--- src/rtl/core/aarm_pkg.sv ---
// Shared types, widths and tables for the axis-angle rotation matrix core.
package aarm_pkg;

    localparam int IO_W             = 16;
    localparam int ANGLE_W          = 16;
    localparam int RESID_W          = 14;
    localparam int CORE_FRAC        = 30;
    localparam int XY_W             = 32;
    localparam int Z_W              = 34;
    localparam int Z_ALIGN          = 16;
    localparam int T_W              = 18;
    localparam int MAX_STEPS        = 32;
    localparam int FRAC_BITS_DEF    = 14;
    localparam int CORDIC_STEPS_DEF = 16;

    localparam logic signed [XY_W-1:0] CORDIC_GAIN = 32'sd652032874;

    localparam logic signed [IO_W-1:0] OUT_MAX = 16'sh7FFF;
    localparam logic signed [IO_W-1:0] OUT_MIN = 16'sh8000;

    // arctan(2^-i) in units of 2^-32 turn
    localparam logic [31:0] ATAN_TURNS [MAX_STEPS] = '{
        32'h20000000, 32'h12E4051E, 32'h09FB385B, 32'h051111D4,
        32'h028B0D43, 32'h0145D7E1, 32'h00A2F61E, 32'h00517C55,
        32'h0028BE53, 32'h00145F2F, 32'h000A2F98, 32'h000517CC,
        32'h00028BE6, 32'h000145F3, 32'h0000A2FA, 32'h0000517D,
        32'h000028BE, 32'h0000145F, 32'h00000A30, 32'h00000518,
        32'h0000028C, 32'h00000146, 32'h000000A3, 32'h00000051,
        32'h00000029, 32'h00000014, 32'h0000000A, 32'h00000005,
        32'h00000003, 32'h00000001, 32'h00000001, 32'h00000000
    };

    typedef enum logic [1:0] {
        QUAD_I   = 2'd0,
        QUAD_II  = 2'd1,
        QUAD_III = 2'd2,
        QUAD_IV  = 2'd3
    } quad_t;

    typedef struct packed {
        logic signed [IO_W-1:0] x;
        logic signed [IO_W-1:0] y;
        logic signed [IO_W-1:0] z;
    } axis_t;

endpackage

--- src/rtl/core/aarm_sum.sv ---
// Final stage: add diagonal and cross terms, saturate, hold in the output register.
module aarm_sum
    import aarm_pkg::*;
#(
    parameter int FRAC_BITS = FRAC_BITS_DEF,
    localparam int CS_W     = FRAC_BITS + 2,
    localparam int Q_W      = T_W + IO_W - FRAC_BITS
) (
    input  logic                   aclk,
    input  logic                   aresetn,
    input  logic                   in_valid,
    output logic                   in_ready,
    input  logic signed [Q_W-1:0]  in_q [9],
    input  logic signed [T_W-1:0]  in_sv [3],
    input  logic signed [CS_W-1:0] in_c,
    output logic                   out_valid,
    input  logic                   out_ready,
    output logic signed [IO_W-1:0] out_m [9]
);

    localparam int W1    = (Q_W > CS_W) ? Q_W : CS_W;
    localparam int SUM_W = ((W1 > T_W) ? W1 : T_W) + 2;

    localparam logic signed [SUM_W-1:0] SAT_HI = SUM_W'(OUT_MAX);
    localparam logic signed [SUM_W-1:0] SAT_LO = SUM_W'(OUT_MIN);

    logic                   valid_reg;
    logic signed [IO_W-1:0] m_reg [9];
    logic signed [IO_W-1:0] sat [9];

    assign in_ready = !valid_reg || out_ready;

    for (genvar i = 0; i < 3; i++) begin : g_row
        for (genvar j = 0; j < 3; j++) begin : g_col
            logic signed [SUM_W-1:0] acc;

            if (j == i) begin : g_diag
                assign acc = SUM_W'(in_q[i*3+j]) + SUM_W'(in_c);
            end else if (j == (i + 1) % 3) begin : g_neg
                assign acc = SUM_W'(in_q[i*3+j]) - SUM_W'(in_sv[(i+2)%3]);
            end else begin : g_pos
                assign acc = SUM_W'(in_q[i*3+j]) + SUM_W'(in_sv[(i+1)%3]);
            end

            assign sat[i*3+j] = (acc > SAT_HI) ? OUT_MAX :
                                (acc < SAT_LO) ? OUT_MIN : acc[IO_W-1:0];
        end
    end

    always_ff @(posedge aclk) begin
        if (!aresetn) begin
            valid_reg <= 1'b0;
        end else if (in_ready) begin
            valid_reg <= in_valid;
        end
    end

    always_ff @(posedge aclk) begin
        if (in_ready) begin
            m_reg <= sat;
        end
    end

    assign out_valid = valid_reg;
    assign out_m     = m_reg;

endmodule

--- config.mk ---
export PLATFORM = sky130hd
export DESIGN_NAME = aarm_sum
export DESIGN_NICKNAME = d
export VERILOG_FILES = /design/src/rtl/core/aarm_pkg.sv /design/src/rtl/core/aarm_sum.sv
export SDC_FILE = /design/constraint.sdc
export NUM_CORES = 1
export LEC_CHECK = 0
export BUFFER_PORTS_ARGS = -buffer_cell sky130_fd_sc_hd__buf_2
export CAP_MARGIN = 40
export CELL_PAD_IN_SITES_DETAIL_PLACEMENT = 1
export CELL_PAD_IN_SITES_GLOBAL_PLACEMENT = 1
export CORE_MARGIN = 10
export CORE_UTILIZATION = 30
export CTS_CLUSTER_SIZE = 10
export DETAILED_ROUTE_END_ITERATION = 10
export PLACE_DENSITY_LB_ADDON = 0.1
export SLEW_MARGIN = 0
export SYNTH_ARGS = -nofsm -noshare
export SYNTH_HDL_FRONTEND = slang
export SYNTH_SLANG_ARGS = --single-unit
--- constraint.sdc ---
create_clock -name aclk -period 4.9 [get_ports aclk]
set_input_delay 0.49 -clock aclk [delete_from_list [all_inputs] [get_ports aclk]]
set_output_delay 0.49 -clock aclk [all_outputs]
set_load 0.005 [all_outputs]
; Word-level counts from Yosys, hierarchy flattened
; Index checks and enable logic that the tools add are counted.
; W data, S select, Z words.
[word_totals]
regBits = 145
inputBits = 254
elab_cells = 48
output_inout_bits = 146
[classes]
order_cmp = 18
n_reduce_logical = 2
muxes = 9
n_addsub = 9
[op_table]
columns = operator, count
row1 = $gt A21 B16 Y1 const B, 9
row2 = $lt A21 B16 Y1 const B, 9
row3 = $mux W16, 9
row4 = $add A20 B16 Y21, 3
row5 = $add A20 B18 Y21, 3
row6 = $sub A20 B18 Y21, 3
row7 = $logic_not A1 Y1, 1
row8 = $logic_or A1 B1 Y1, 1

; Logic depth before layout (Yosys ltp)
[logic_depth]
ltp_word = 3
ltp_mapped = 14
depth_no_buf = 13

; Worst setup path after synthesis
; No wires, ideal clock.
[synth_path]
path_type = input to register
startpoint = in out_ready
endpoint = reg valid_reg (netlist: out_valid)
arrival_time_ps = 4388
n_path_buf = 0
slack_ps = 188
t_required_ps = 4576
path_stages = 2
setup_time_ps = 324
path_cell_list = nand2b_1 -> a21boi_0
[synth_via]
elab_chain_len = 1
[synth_lines]
columns = element, line_no
row1 = from (decl), aarm_sum.sv:17  ; input logic out_ready,
row2 = $logic_or A1 B1 Y1, aarm_sum.sv:31  ; assign in_ready = !valid_reg || out_ready;
row3 = to (signal assigned), aarm_sum.sv:54  ; valid_reg <= in_valid;
row4 = to (decl), aarm_sum.sv:27  ; logic valid_reg;
; No other way between the ends.
; A chain may end at the register's enable or synchronous reset.

; Final worst setup path
[layout_path]
startpoint = in in_q[140] (netlist name)
endpoint = reg m_reg, in the netlist out_m[124], data pin
[layout_via]
elab_chain_len = 3
word_cells_on_any_way = 4
cone_classes = 1 x add/sub / 2 x order compare / 1 x mux
[layout_lines]
columns = element, line_no
row1 = from (decl), aarm_sum.sv:13  ; input logic signed [Q_W-1:0] in_q [9],
row2 = $sub A20 B18 Y21 (*), aarm_sum.sv:40  ; assign acc = SUM_W'(in_q[i*3+j]) - SUM_W'(in_sv[(i+2)%3]);
row3 = $lt A21 B16 Y1, aarm_sum.sv:46  ; (acc < SAT_LO) ? OUT_MIN : acc[IO_W-1:0];
row4 = $mux W16, aarm_sum.sv:46
row5 = to (signal assigned), aarm_sum.sv:60  ; m_reg <= sat;
row6 = to (decl), aarm_sum.sv:28  ; logic signed [IO_W-1:0] m_reg [9];
; Every way passes the cells marked *; elsewhere a longest branch is shown, timed or not.

==> flow_metrics.env <==
export IMPL_die_h_um=240
export IMPL_drive_above_1_share=0.236
export IMPL_grt_pass1_vias=14800
export IMPL_path_class="input pin to register"
export IMPL_post_route_util=0.372
export IMPL_ys_top_cells_by_area="edfxtp_1 (30%), ha_1 (15%), a21o_1 (6.3%), xnor2_1 (4.9%), a21oi_1 (4.8%)"
export IMPL_post_dp_hpwl_mm=45.1
export IMPL_cp_max_fo=15
export IMPL_finalCritPeriodShare=0.744
export IMPL_htreeDepth=4
export IMPL_synth_ff_type="edfxtp_1"
export IMPL_cap_violations=0
export IMPL_cts_hold_buf=0
export IMPL_startpoint_type="input pin"
export IMPL_synth_cell_types=88
export IMPL_fin_nets=2448
export IMPL_die_w_um=240
export IMPL_grt_first_pass_wirelength_mm=83.2
export IMPL_powerDensity_nw_per_um2=295
export IMPL_grt_max_degree=90
export IMPL_worstSkewPairLatency_ps=480
export IMPL_crit_path_top_delay_cell="o311ai_2"
export IMPL_post_synth_top_count_cell="ha_1"
export IMPL_wirelength_mm=53.6
export IMPL_vdd_ir_drop_max_v=0.000186
export IMPL_finalMaxSlewViolations=0
export IMPL_portBuffers=399
export IMPL_cts_setup_buffers=0
export IMPL_hold_path_class="input pin to register"
export IMPL_pre_cts_ws_ps=705
export IMPL_clock_sinks=145
export IMPL_slew_headroom=0.381
export IMPL_endpoint_kind="register"
export IMPL_finalCriticalPeriod_ps=3650
export IMPL_wire_per_inst_um=20.4
export IMPL_place_gp_congestion=0.842
export IMPL_leakagePower_nw=8.09
export IMPL_dr_pass1_iters=4
export IMPL_cts_tree="done"
export IMPL_syn_cell_area_um2=14600
export IMPL_rsz0062_at_grt="no"
export IMPL_cp_required_ps=5070
export IMPL_holdWs_ps=264
export IMPL_synth_yosys_seq_area_share=0.298
export IMPL_finalSetupTns_ps=0
export IMPL_fmax_mhz=274
export IMPL_synth_avg_cell_area_um2=9.03
export IMPL_final_area_um2=17800
export IMPL_cts_buffers=17
export IMPL_initial_core_util=0.304
export IMPL_fp_coreArea_um2=47800
export IMPL_path_buf_inv=3
export IMPL_hold_viol=0
export IMPL_antenna_found_initial=6
export IMPL_drtIter0Drc=591
export IMPL_place_inst=2601
export IMPL_cts_root_buf="clkbuf_16"
export IMPL_vias_per_cell=5.22
export IMPL_syn_nets=2056
export IMPL_clkTransAtPathRegs_ps=60
export IMPL_outcome="completed"
export IMPL_synth_top_area_share=0.297
export IMPL_synthTopCellsByCount="ha_1 (180), edfxtp_1 (144), nand2_1 (144), a21oi_1 (141), a21o_1 (123)"
export IMPL_detail_route_antenna_nets=0
export IMPL_synth_cells=1613
export IMPL_fin_ws_ps=1250
export IMPL_fp_row_count=80
export IMPL_ios=400
export IMPL_yosysWarnings=0
export IMPL_finalNonFillerCells=2635
export IMPL_max_stage_delay_ps=830
export IMPL_post_cts_resized=0
export IMPL_worst_slew_pin_slew_ps=926
export IMPL_worstPathArrival_ps=3810
export IMPL_die_area_um2=57700
export IMPL_fin_total_pwr_mw=5.25
export IMPL_synth_seq_cells=145
export IMPL_yosysTopAreaCell="edfxtp_1"
export IMPL_drc_errors=0
export IMPL_crit_chain="buf_2 > inv_1 > ha_1 > inv_1 > fa_1 > a21o_1 > a31oi_1 > o21ai_0 > a21o_1 > a21oi_1 > a22oi_1 > o311ai_2 > o21ai_0"
export IMPL_grt_ovfl_total=0
export IMPL_cts_buffer_depth=2
export IMPL_setup_viol=0
export IMPL_vias=13700
export IMPL_synth_edff_count=144
export IMPL_cpLargestDelayFamily="compound AO/OA/AOI/OAI gates"
export IMPL_area_growth_pct=22.2
export IMPL_n_fill_cell=5725
export IMPL_grt_usage=0.184
export IMPL_finClkSkew_ps=6.21
export IMPL_place_area_um2=17200
export IMPL_ys_async_sr_fraction=0
==> kinds of logic (layout without fill, tap and decap cells) <==
family | count (synthesis) | count (layout) | synth area share
AOI/OAI and AO/OA | 598 | 598 | 0.272
and+or+nand+nor | 390 | 390 | 0.129
adders and majority gates | 189 | 189 | 0.167
DFF | 145 | 145 | 0.298
xor gates and xnor gates | 143 | 143 | 0.0860
buffers and inverters | 142 | 547 | 0.0437
muxes | 6 | 6 | 0.00430
other | 0 | 2 | 0
==> cell type report <==
type	count	area, um^2	area share
diodes	2	5.00	0.000281
clock buffers	19	433	0.0243
clock inverters	13	168	0.00942
inverters	104	390	0.0219
multi-input cells	1326	9590	0.539
flip-flops and latches	145	4340	0.244
well taps	615	769	0.0432
repair buffers	411	2100	0.118
==> path summary, 6_finish.rpt <==
| kind | start | end | slack (ps) | depth (start not counted) |
|---|---|---|---|---|
| max | in_q[140] | out_m[124]$_SDFFCE_PN1P_ | 1250 | 13 |
| min reg2reg | out_valid$_SDFFE_PN0P_ | out_m[97]$_SDFFCE_PN1P_ | 1070 | 1 |
| min | in_valid | out_valid$_SDFFE_PN0P_ | 260 | 3 |
| max reg2reg | out_valid$_SDFFE_PN0P_ | out_m[41]$_SDFFCE_PN1P_ | 3110 | 2 |
==> placed cells by master, fill, tap and decap left out, types with 6 or more instances in the layout <==
master,instances
xnor2_1,82
nand4_1,16
nor3_1,21
edfxtp_1,144
o31ai_1,13
o21ai_1,23
o21a_1,18
a41oi_1,6
nand3_1,33
o21bai_1,7
fa_1,9
nor2_1,80
a31oi_1,22
and3_1,18
nand2_1,144
xor2_1,61
a31o_2,8
buf_2,399
nor2b_1,13
a21o_1,123
nand2b_1,14
or3_1,6
o221ai_1,6
a21boi_0,6
a21oi_1,141
inv_1,104
o211ai_1,16
clkbuf_16,17
buf_4,11
a211oi_1,22
and2_1,6
ha_1,180
and4_1,7
o21ai_0,119
==> routing by layer <==
metal / up-vias / part of all wire / wire (um) / GRT usage
met5: - / 0.00095 / 51 / 0
met4: 8 / 0.014 / 756 / 0.0460
met3: 48 / 0.057 / 3060 / 0.0500
met2: 269 / 0.48 / 25800 / 0.312
met1: 6582 / 0.45 / 24000 / 0.227
li1: 6839 / - / - / -
==> worst min-delay path, cell delays in order <==
cell	delay, ps
buf_2	100
inv_1	40
a21boi_0	60
==> flip-flops by register name, summed over array words and instances (netlist names) <==
name / flops
out_valid: 1
out_m: 144
==> power breakdown <==
part / total [mW] / switching [mW] / internal, mW / leakage [nW]
Combinational: 2.10 / 1.22 / 0.885 / 6.45
Clock: 1.42 / 0.579 / 0.841 / 0.293
Sequential: 1.73 / 0.0743 / 1.66 / 1.35
Total: 5.25 / 1.87 / 3.38 / 8.09
No activity file was read; power rests on OpenSTA's default activity.
