`src/rtl/core/aarm_pkg.sv`:
```
// Shared types, widths and tables for the axis-angle rotation matrix core.
package aarm_pkg;

    localparam int IO_W             = 16;
    localparam int ANGLE_W          = 16;
    localparam int RESID_W          = 14;
    localparam int CORE_FRAC        = 30;
    localparam int XY_W             = 32;
    localparam int Z_W              = 34;
    localparam int Z_ALIGN          = 16;
    localparam int T_W              = 18;
    localparam int MAX_STEPS        = 32;
    localparam int FRAC_BITS_DEF    = 14;
    localparam int CORDIC_STEPS_DEF = 16;

    localparam logic signed [XY_W-1:0] CORDIC_GAIN = 32'sd652032874;

    localparam logic signed [IO_W-1:0] OUT_MAX = 16'sh7FFF;
    localparam logic signed [IO_W-1:0] OUT_MIN = 16'sh8000;

    // arctan(2^-i) in units of 2^-32 turn
    localparam logic [31:0] ATAN_TURNS [MAX_STEPS] = '{
        32'h20000000, 32'h12E4051E, 32'h09FB385B, 32'h051111D4,
        32'h028B0D43, 32'h0145D7E1, 32'h00A2F61E, 32'h00517C55,
        32'h0028BE53, 32'h00145F2F, 32'h000A2F98, 32'h000517CC,
        32'h00028BE6, 32'h000145F3, 32'h0000A2FA, 32'h0000517D,
        32'h000028BE, 32'h0000145F, 32'h00000A30, 32'h00000518,
        32'h0000028C, 32'h00000146, 32'h000000A3, 32'h00000051,
        32'h00000029, 32'h00000014, 32'h0000000A, 32'h00000005,
        32'h00000003, 32'h00000001, 32'h00000001, 32'h00000000
    };

    typedef enum logic [1:0] {
        QUAD_I   = 2'd0,
        QUAD_II  = 2'd1,
        QUAD_III = 2'd2,
        QUAD_IV  = 2'd3
    } quad_t;

    typedef struct packed {
        logic signed [IO_W-1:0] x;
        logic signed [IO_W-1:0] y;
        logic signed [IO_W-1:0] z;
    } axis_t;

endpackage

```
`src/rtl/core/aarm_cordic.sv`:
```
// Pipelined rotation-mode CORDIC: one iteration per stage, quadrant fold at the end.
module aarm_cordic
    import aarm_pkg::*;
#(
    parameter int FRAC_BITS    = FRAC_BITS_DEF,
    parameter int CORDIC_STEPS = CORDIC_STEPS_DEF,
    localparam int CS_W        = FRAC_BITS + 2
) (
    input  logic                   aclk,
    input  logic                   aresetn,
    input  logic                   in_valid,
    output logic                   in_ready,
    input  axis_t                  in_axis,
    input  logic [ANGLE_W-1:0]     in_angle,
    output logic                   out_valid,
    input  logic                   out_ready,
    output axis_t                  out_axis,
    output logic signed [CS_W-1:0] out_c,
    output logic signed [CS_W-1:0] out_s
);

    localparam int NV    = CORDIC_STEPS + 2;
    localparam int SHIFT = CORE_FRAC - FRAC_BITS;

    logic [NV-1:0] valid_reg;
    logic [NV-1:0] valid_next;
    logic [NV:0]   ld;

    logic signed [XY_W-1:0] x_reg [0:CORDIC_STEPS];
    logic signed [XY_W-1:0] y_reg [0:CORDIC_STEPS];
    logic signed [Z_W-1:0]  z_reg [0:CORDIC_STEPS];
    quad_t                  quad_reg [0:CORDIC_STEPS];
    axis_t                  axis_reg [0:NV-1];
    logic signed [CS_W-1:0] c_reg;
    logic signed [CS_W-1:0] s_reg;

    logic signed [XY_W-1:0] cq;
    logic signed [XY_W-1:0] sq;

    // a stage loads when it is empty or its successor loads
    assign ld[NV] = out_ready;
    for (genvar k = 0; k < NV; k++) begin : g_ld
        assign ld[k] = !valid_reg[k] || ld[k+1];
    end

    assign in_ready   = ld[0];
    assign valid_next = (ld[NV-1:0] & {valid_reg[NV-2:0], in_valid})
                      | (~ld[NV-1:0] & valid_reg);

    always_ff @(posedge aclk) begin
        if (!aresetn) begin
            valid_reg <= '0;
        end else begin
            valid_reg <= valid_next;
        end
    end

    always_ff @(posedge aclk) begin
        if (ld[0]) begin
            x_reg[0]    <= CORDIC_GAIN;
            y_reg[0]    <= '0;
            z_reg[0]    <= Z_W'({in_angle[RESID_W-1:0], {Z_ALIGN{1'b0}}});
            quad_reg[0] <= quad_t'(in_angle[ANGLE_W-1:RESID_W]);
            axis_reg[0] <= in_axis;
        end
    end

    for (genvar k = 1; k <= CORDIC_STEPS; k++) begin : g_iter
        logic signed [Z_W-1:0] atan_k;
        assign atan_k = Z_W'(ATAN_TURNS[k-1]);

        always_ff @(posedge aclk) begin
            if (ld[k]) begin
                if (!z_reg[k-1][Z_W-1]) begin
                    x_reg[k] <= x_reg[k-1] - (y_reg[k-1] >>> (k-1));
                    y_reg[k] <= y_reg[k-1] + (x_reg[k-1] >>> (k-1));
                    z_reg[k] <= z_reg[k-1] - atan_k;
                end else begin
                    x_reg[k] <= x_reg[k-1] + (y_reg[k-1] >>> (k-1));
                    y_reg[k] <= y_reg[k-1] - (x_reg[k-1] >>> (k-1));
                    z_reg[k] <= z_reg[k-1] + atan_k;
                end
                quad_reg[k] <= quad_reg[k-1];
                axis_reg[k] <= axis_reg[k-1];
            end
        end
    end

    always_comb begin
        unique case (quad_reg[CORDIC_STEPS])
            QUAD_I: begin
                cq = x_reg[CORDIC_STEPS];
                sq = y_reg[CORDIC_STEPS];
            end
            QUAD_II: begin
                cq = -y_reg[CORDIC_STEPS];
                sq = x_reg[CORDIC_STEPS];
            end
            QUAD_III: begin
                cq = -x_reg[CORDIC_STEPS];
                sq = -y_reg[CORDIC_STEPS];
            end
            QUAD_IV: begin
                cq = y_reg[CORDIC_STEPS];
                sq = -x_reg[CORDIC_STEPS];
            end
            default: begin
                cq = x_reg[CORDIC_STEPS];
                sq = y_reg[CORDIC_STEPS];
            end
        endcase
    end

    always_ff @(posedge aclk) begin
        if (ld[NV-1]) begin
            c_reg          <= CS_W'(cq >>> SHIFT);
            s_reg          <= CS_W'(sq >>> SHIFT);
            axis_reg[NV-1] <= axis_reg[CORDIC_STEPS];
        end
    end

    assign out_valid = valid_reg[NV-1];
    assign out_axis  = axis_reg[NV-1];
    assign out_c     = c_reg;
    assign out_s     = s_reg;

endmodule

```
`config.mk`:
```
export PLATFORM = sky130hd
export DESIGN_NAME = aarm_cordic
export DESIGN_NICKNAME = d
export VERILOG_FILES = /design/src/rtl/core/aarm_pkg.sv /design/src/rtl/core/aarm_cordic.sv
export SDC_FILE = /design/constraint.sdc
export NUM_CORES = 2
export LEC_CHECK = 0
export BUFFER_PORTS_ARGS = -buffer_cell sky130_fd_sc_hd__buf_2
export CAP_MARGIN = 20
export CORE_UTILIZATION = 63
export DETAILED_ROUTE_END_ITERATION = 6
export GPL_ROUTABILITY_DRIVEN = 0
export PLACE_DENSITY = 0.75
export SETUP_SLACK_MARGIN = 0.1
export SLEW_MARGIN = 5
export SYNTH_ARGS = -nofsm -noshare
export SYNTH_HDL_FRONTEND = slang
export SYNTH_SLANG_ARGS = --single-unit
```
`constraint.sdc`:
```
create_clock -name aclk -period 19.9 [get_ports aclk]
set_clock_uncertainty 0.15 [all_clocks]
set_input_delay 1.99 -clock aclk [delete_from_list [all_inputs] [get_ports aclk]]
set_output_delay 1.99 -clock aclk [all_outputs]
set_load 0.005 [all_outputs]
```
**Word level (Yosys, flattened, before mapping)**

Memory sizes are Yosys's and may differ from the RTL's.
Index checks and enable logic that the tools add are counted.
Widths: inputs -> output; s select.

- Flip-flop bits (word level): 50
- Bits in latches: 0
- RAM bits: 2564
- Bits in read-only memories: 0
- Output and inout port bits: 82
- Word-level logic and storage cells: 379
- Memories kept: 5

- Add/subtract/negate cells: 97
- Multipliers: 0
- Divide/modulo/power cells: 0
- Magnitude comparators: 0
- Equality and inequality tests: 3
- Shift operators: 0
- Multiplexer cells: 182
- Bitwise logic cells: 52
- Reductions and logical operators: 37

Memory list:

| name | words | bits a word | rd ports | clocked after Yosys merged registers in | wr ports | RTL line | RTL |
|---|---|---|---|---|---|---|---|
| axis_reg | 18 | 48 | 18 | 0 | 18 | aarm_cordic.sv:33 | `axis_t axis_reg [0:NV-1];` |
| z_reg | 17 | 34 | 16 | 0 | 17 | aarm_cordic.sv:31 | `logic signed [Z_W-1:0] z_reg [0:CORDIC_STEPS];` |
| x_reg | 17 | 32 | 17 | 0 | 17 | aarm_cordic.sv:29 | `logic signed [XY_W-1:0] x_reg [0:CORDIC_STEPS];` |
| y_reg | 17 | 32 | 17 | 0 | 17 | aarm_cordic.sv:30 | `logic signed [XY_W-1:0] y_reg [0:CORDIC_STEPS];` |
| quad_reg | 17 | 2 | 17 | 0 | 17 | aarm_cordic.sv:32 | `quad_t quad_reg [0:CORDIC_STEPS];` |

Operators with widths:

| operator | number |
|---|---|
| $mux 32 | 32 |
| $mux 34 | 16 |
| $pmux 32 s4 | 2 |
| $mux 1 | 132 |
| $add 32x17->32 | 2 |
| $add 32x18->32 | 2 |
| $add 32x19->32 | 2 |
| $add 32x20->32 | 2 |
| $add 32x21->32 | 2 |
| $add 32x22->32 | 2 |
| $add 32x23->32 | 2 |
| $add 32x24->32 | 2 |
| $add 32x25->32 | 2 |
| $add 32x26->32 | 2 |
| $add 32x27->32 | 2 |
| $add 32x28->32 | 2 |
| $add 32x29->32 | 2 |
| $add 32x30->32 | 2 |
| $add 32x31->32 | 2 |
| $neg 32->32 | 2 |
| $sub 32x17->32 | 2 |
| $sub 32x18->32 | 2 |
| $sub 32x19->32 | 2 |
| $sub 32x20->32 | 2 |
| 54 further kinds | 149 |

**Longest topological paths before layout**

- Word-level depth: 22
- Mapped depth: 24

**Worst setup path before layout**

No wires, ideal clock.

- Kind: input to register
- Start point: input port out_ready
- End point: memory y_reg[6][28], data pin
- Setup time: 0.267 ns
- Data arrival time: 9.493 ns
- Slack: 9.989 ns
- Stages on the path: 24
- Buffers on the path: 3
- Cells stage by stage: nand2b_4 > nor2_4 > inv_2 > nor3_1 > and3_1 > clkbuf_1 > inv_1 > nand2_1 > inv_1 > clkbuf_1 > clkbuf_1 > nor2_1 > xnor2_1 > ha_1 > a21oi_1 > nor2b_1 > o31ai_1 > a21oi_1 > a2111oi_1 > o211ai_1 > a2111oi_0 > o31ai_1 > a211oi_1 > nor3_1

RTL lines:

| item | RTL line | RTL |
|---|---|---|
| start: declaration | aarm_cordic.sv:16 | `input logic out_ready,` |
| end: declaration | aarm_cordic.sv:30 |  |

==> impl_metrics.toml <==
[yosys]
yosysWarningCount = 0
seq_area_frac_synth_pct = 48.1
synthFlopType = "edfxtp_1"
netlist_area_um2 = 142000
synth.avg_cell_area_um2 = 11.0
synth-async-reset-ratio_pct = 0
syn_inst = 12901
ys_ff_latch = 2287
synth_edf_count = 2269
synth_cell_types = 97

[grt]
track_usage_pct = 30.2
grt_pass1_vias = 101529
grt_pass1_wl_mm = 550
antenna_found_initial = 8
grt_max_degree = 97
overflow = 0

[critical_path]
r2r-start = "valid_reg[17]"
worstSetupPathType = "in2reg"
end_kind = "flip-flop"
cp-startpoint = "out_ready"
critPathMaxFanout = 55
worstPathArrival_ns = 9.41
crit_path_start_kind = "input pin"
required_ns = 20.33

[clocking]
cts_setup_buffers = 0
cts_resized = 0
htreeDepth = 4
cts.path.max_buffers = 3
cts_tree = "yes"
clk_pin_slew_ns = 0.07
clkLatencyLatePin_ns = 0.93
cts_root_buffer = "clkbuf_16"
hold_buffers = 0
clock-sinks = 2287
cts_made_buffers = 231

[status]
failed_checks = "DRC"
status = "complete, but fails checks"

[cells_and_area]
largest_reg_flops = 864
final_common_cell = "edfxtp_1"
final_util_pct = 69.0
final_cell_mix = "edfxtp_1, ha_1, a21oi_1"
syn_to_final_growth_pct = 8.86
drive_gt1_share_pct = 6.11
final_nets = 14535

[die]
pin_count = 150
core_area_um2 = 225000
dieWidth_um = 477
fp.dieArea_um2 = 228000
initial_utilization_pct = 63.4
die_y_um = 477
row_count = 174

[route]
wl_met3_mm = 23.2
wire_per_inst_um = 21.5
dr_total_vias = 103612
firstDrtPassIters = 7
wl_mm = 352
routed-wl-met2_mm = 168
drc_errors = 1
drt_iter0_markers = 9038
vias_per_cell = 6.33
wl_met1_mm = 137
ant_nets = 0
maxUsedRoutingLayer = "met5"

[timing]
fmax_ghz = 0.111
worstMarginPinSlew_ns = 1.17
slew_headroom_pct = 20.9
setup_viol = 0
period_share_pct = 45.1
fin_setup_tns_ns = 0
setup_ws_ns = 10.92
rsz0062_at_grt = "false"
finalCriticalPeriod_ns = 8.98
hold_viol_final = 0
holdWs_ns = 0.225
drv_slew = 0

[worst_hold_path]
hold_path.startpoint = "axis_reg[8][23]"
worst_hold_path_type = "reg2reg"

[placed_design]
hpwl_mm = 260
port_buffers = 149
pre_cts_slack_ns = 9.89

[run]
drv_cap = 0
==> metrics by stage <==
step	instances	area (um^2)
floorplan	12902	142000
global placement	15921	147000
detailed placement	15922	147000
CTS	16352	155000
global route	16364	155000
finish	16364	155000
==> metal layers <==
layer  vias to the layer above  track usage (%)
li1                      49006                -
met5                         -                0
met3                      1118             4.86
met2                      4121             51.1
met4                         2             17.9
met1                     49365             36.3
==> worst max-delay path, cell delays in order <==
cell,delay [ns]
buf_2,0.09
nand2b_4,0.16
nor2_4,0.23
inv_2,0.07
buf_4,0.36
nor3_2,0.59
and3_1,0.63
inv_2,0.04
buf_4,0.34
nand2_2,0.31
buf_4,0.45
inv_1,0.17
buf_4,0.33
a21oi_1,0.23
xnor2_1,0.15
ha_1,0.28
o21a_1,0.13
o31ai_1,0.12
a21oi_1,0.23
a2111oi_1,0.64
buf_4,0.25
o211ai_1,0.19
a2111oi_0,0.84
nor3_1,0.21
o21ai_0,0.23
nand3b_1,0.09
==> cells in the mapped netlist (47+ instances only) <==
cell type | instances | area, um^2
nand2_1 | 685 | 2570
a211oi_1 | 105 | 788
a31oi_1 | 118 | 738
ha_1 | 1261 | 15800
o21bai_1 | 152 | 1140
clkbuf_1 | 164 | 616
a211o_1 | 47 | 412
o21a_1 | 226 | 1700
xnor2_1 | 1082 | 9480
a21boi_0 | 56 | 420
and3_1 | 141 | 882
nand3_1 | 233 | 1170
edfxtp_1 | 2269 | 68100
nand4_1 | 81 | 507
o21ai_0 | 668 | 3340
inv_1 | 502 | 1880
xor2_1 | 591 | 5180
nand2b_1 | 205 | 1280
a21oi_1 | 1122 | 5620
o41ai_1 | 63 | 552
o31ai_1 | 136 | 1020
mux2i_1 | 64 | 641
a21o_1 | 563 | 4230
and2_1 | 49 | 307
nor3_1 | 317 | 1590
or2_2 | 72 | 450
nor2b_1 | 151 | 945
nor2_1 | 897 | 3370
nor4_1 | 77 | 482
o211ai_1 | 74 | 556
or3_1 | 130 | 813
==> final timing paths <==
path                                         to  slack (ns)  cells past startpoint
worst max-delay path               y_reg[6][30]       10.92                     26
worst min-delay path            axis_reg[9][23]        0.23                      0
worst max register to register     y_reg[6][30]       11.78                     25
worst min register to register  axis_reg[9][23]        0.23                      0
==> logic make-up after synthesis <==
family	synth area share, %
AO/OA/AOI/OAI	16.4
AND/OR/NAND/NOR	11.0
flip-flops	48.1
XOR/XNOR	10.3
adder cells (fa/ha/maj)	11.6
buffers and inverters	1.86
multiplexers	0.672
other	0.00263
==> final cells by class <==
type	count	area [um^2]
antenna	5	12.5
fill	15993	69700
timing repair buffer	227	1400
sequential	2287	68500
tap	2992	3740
clock inverter	158	2090
clock buffer	272	5960
inverter	513	1940
multi-input combinational	9910	71300
Power is left out: the tool's default activity adds up to more than one toggle a clock period on the data nets, which glitch-free logic cannot reach.
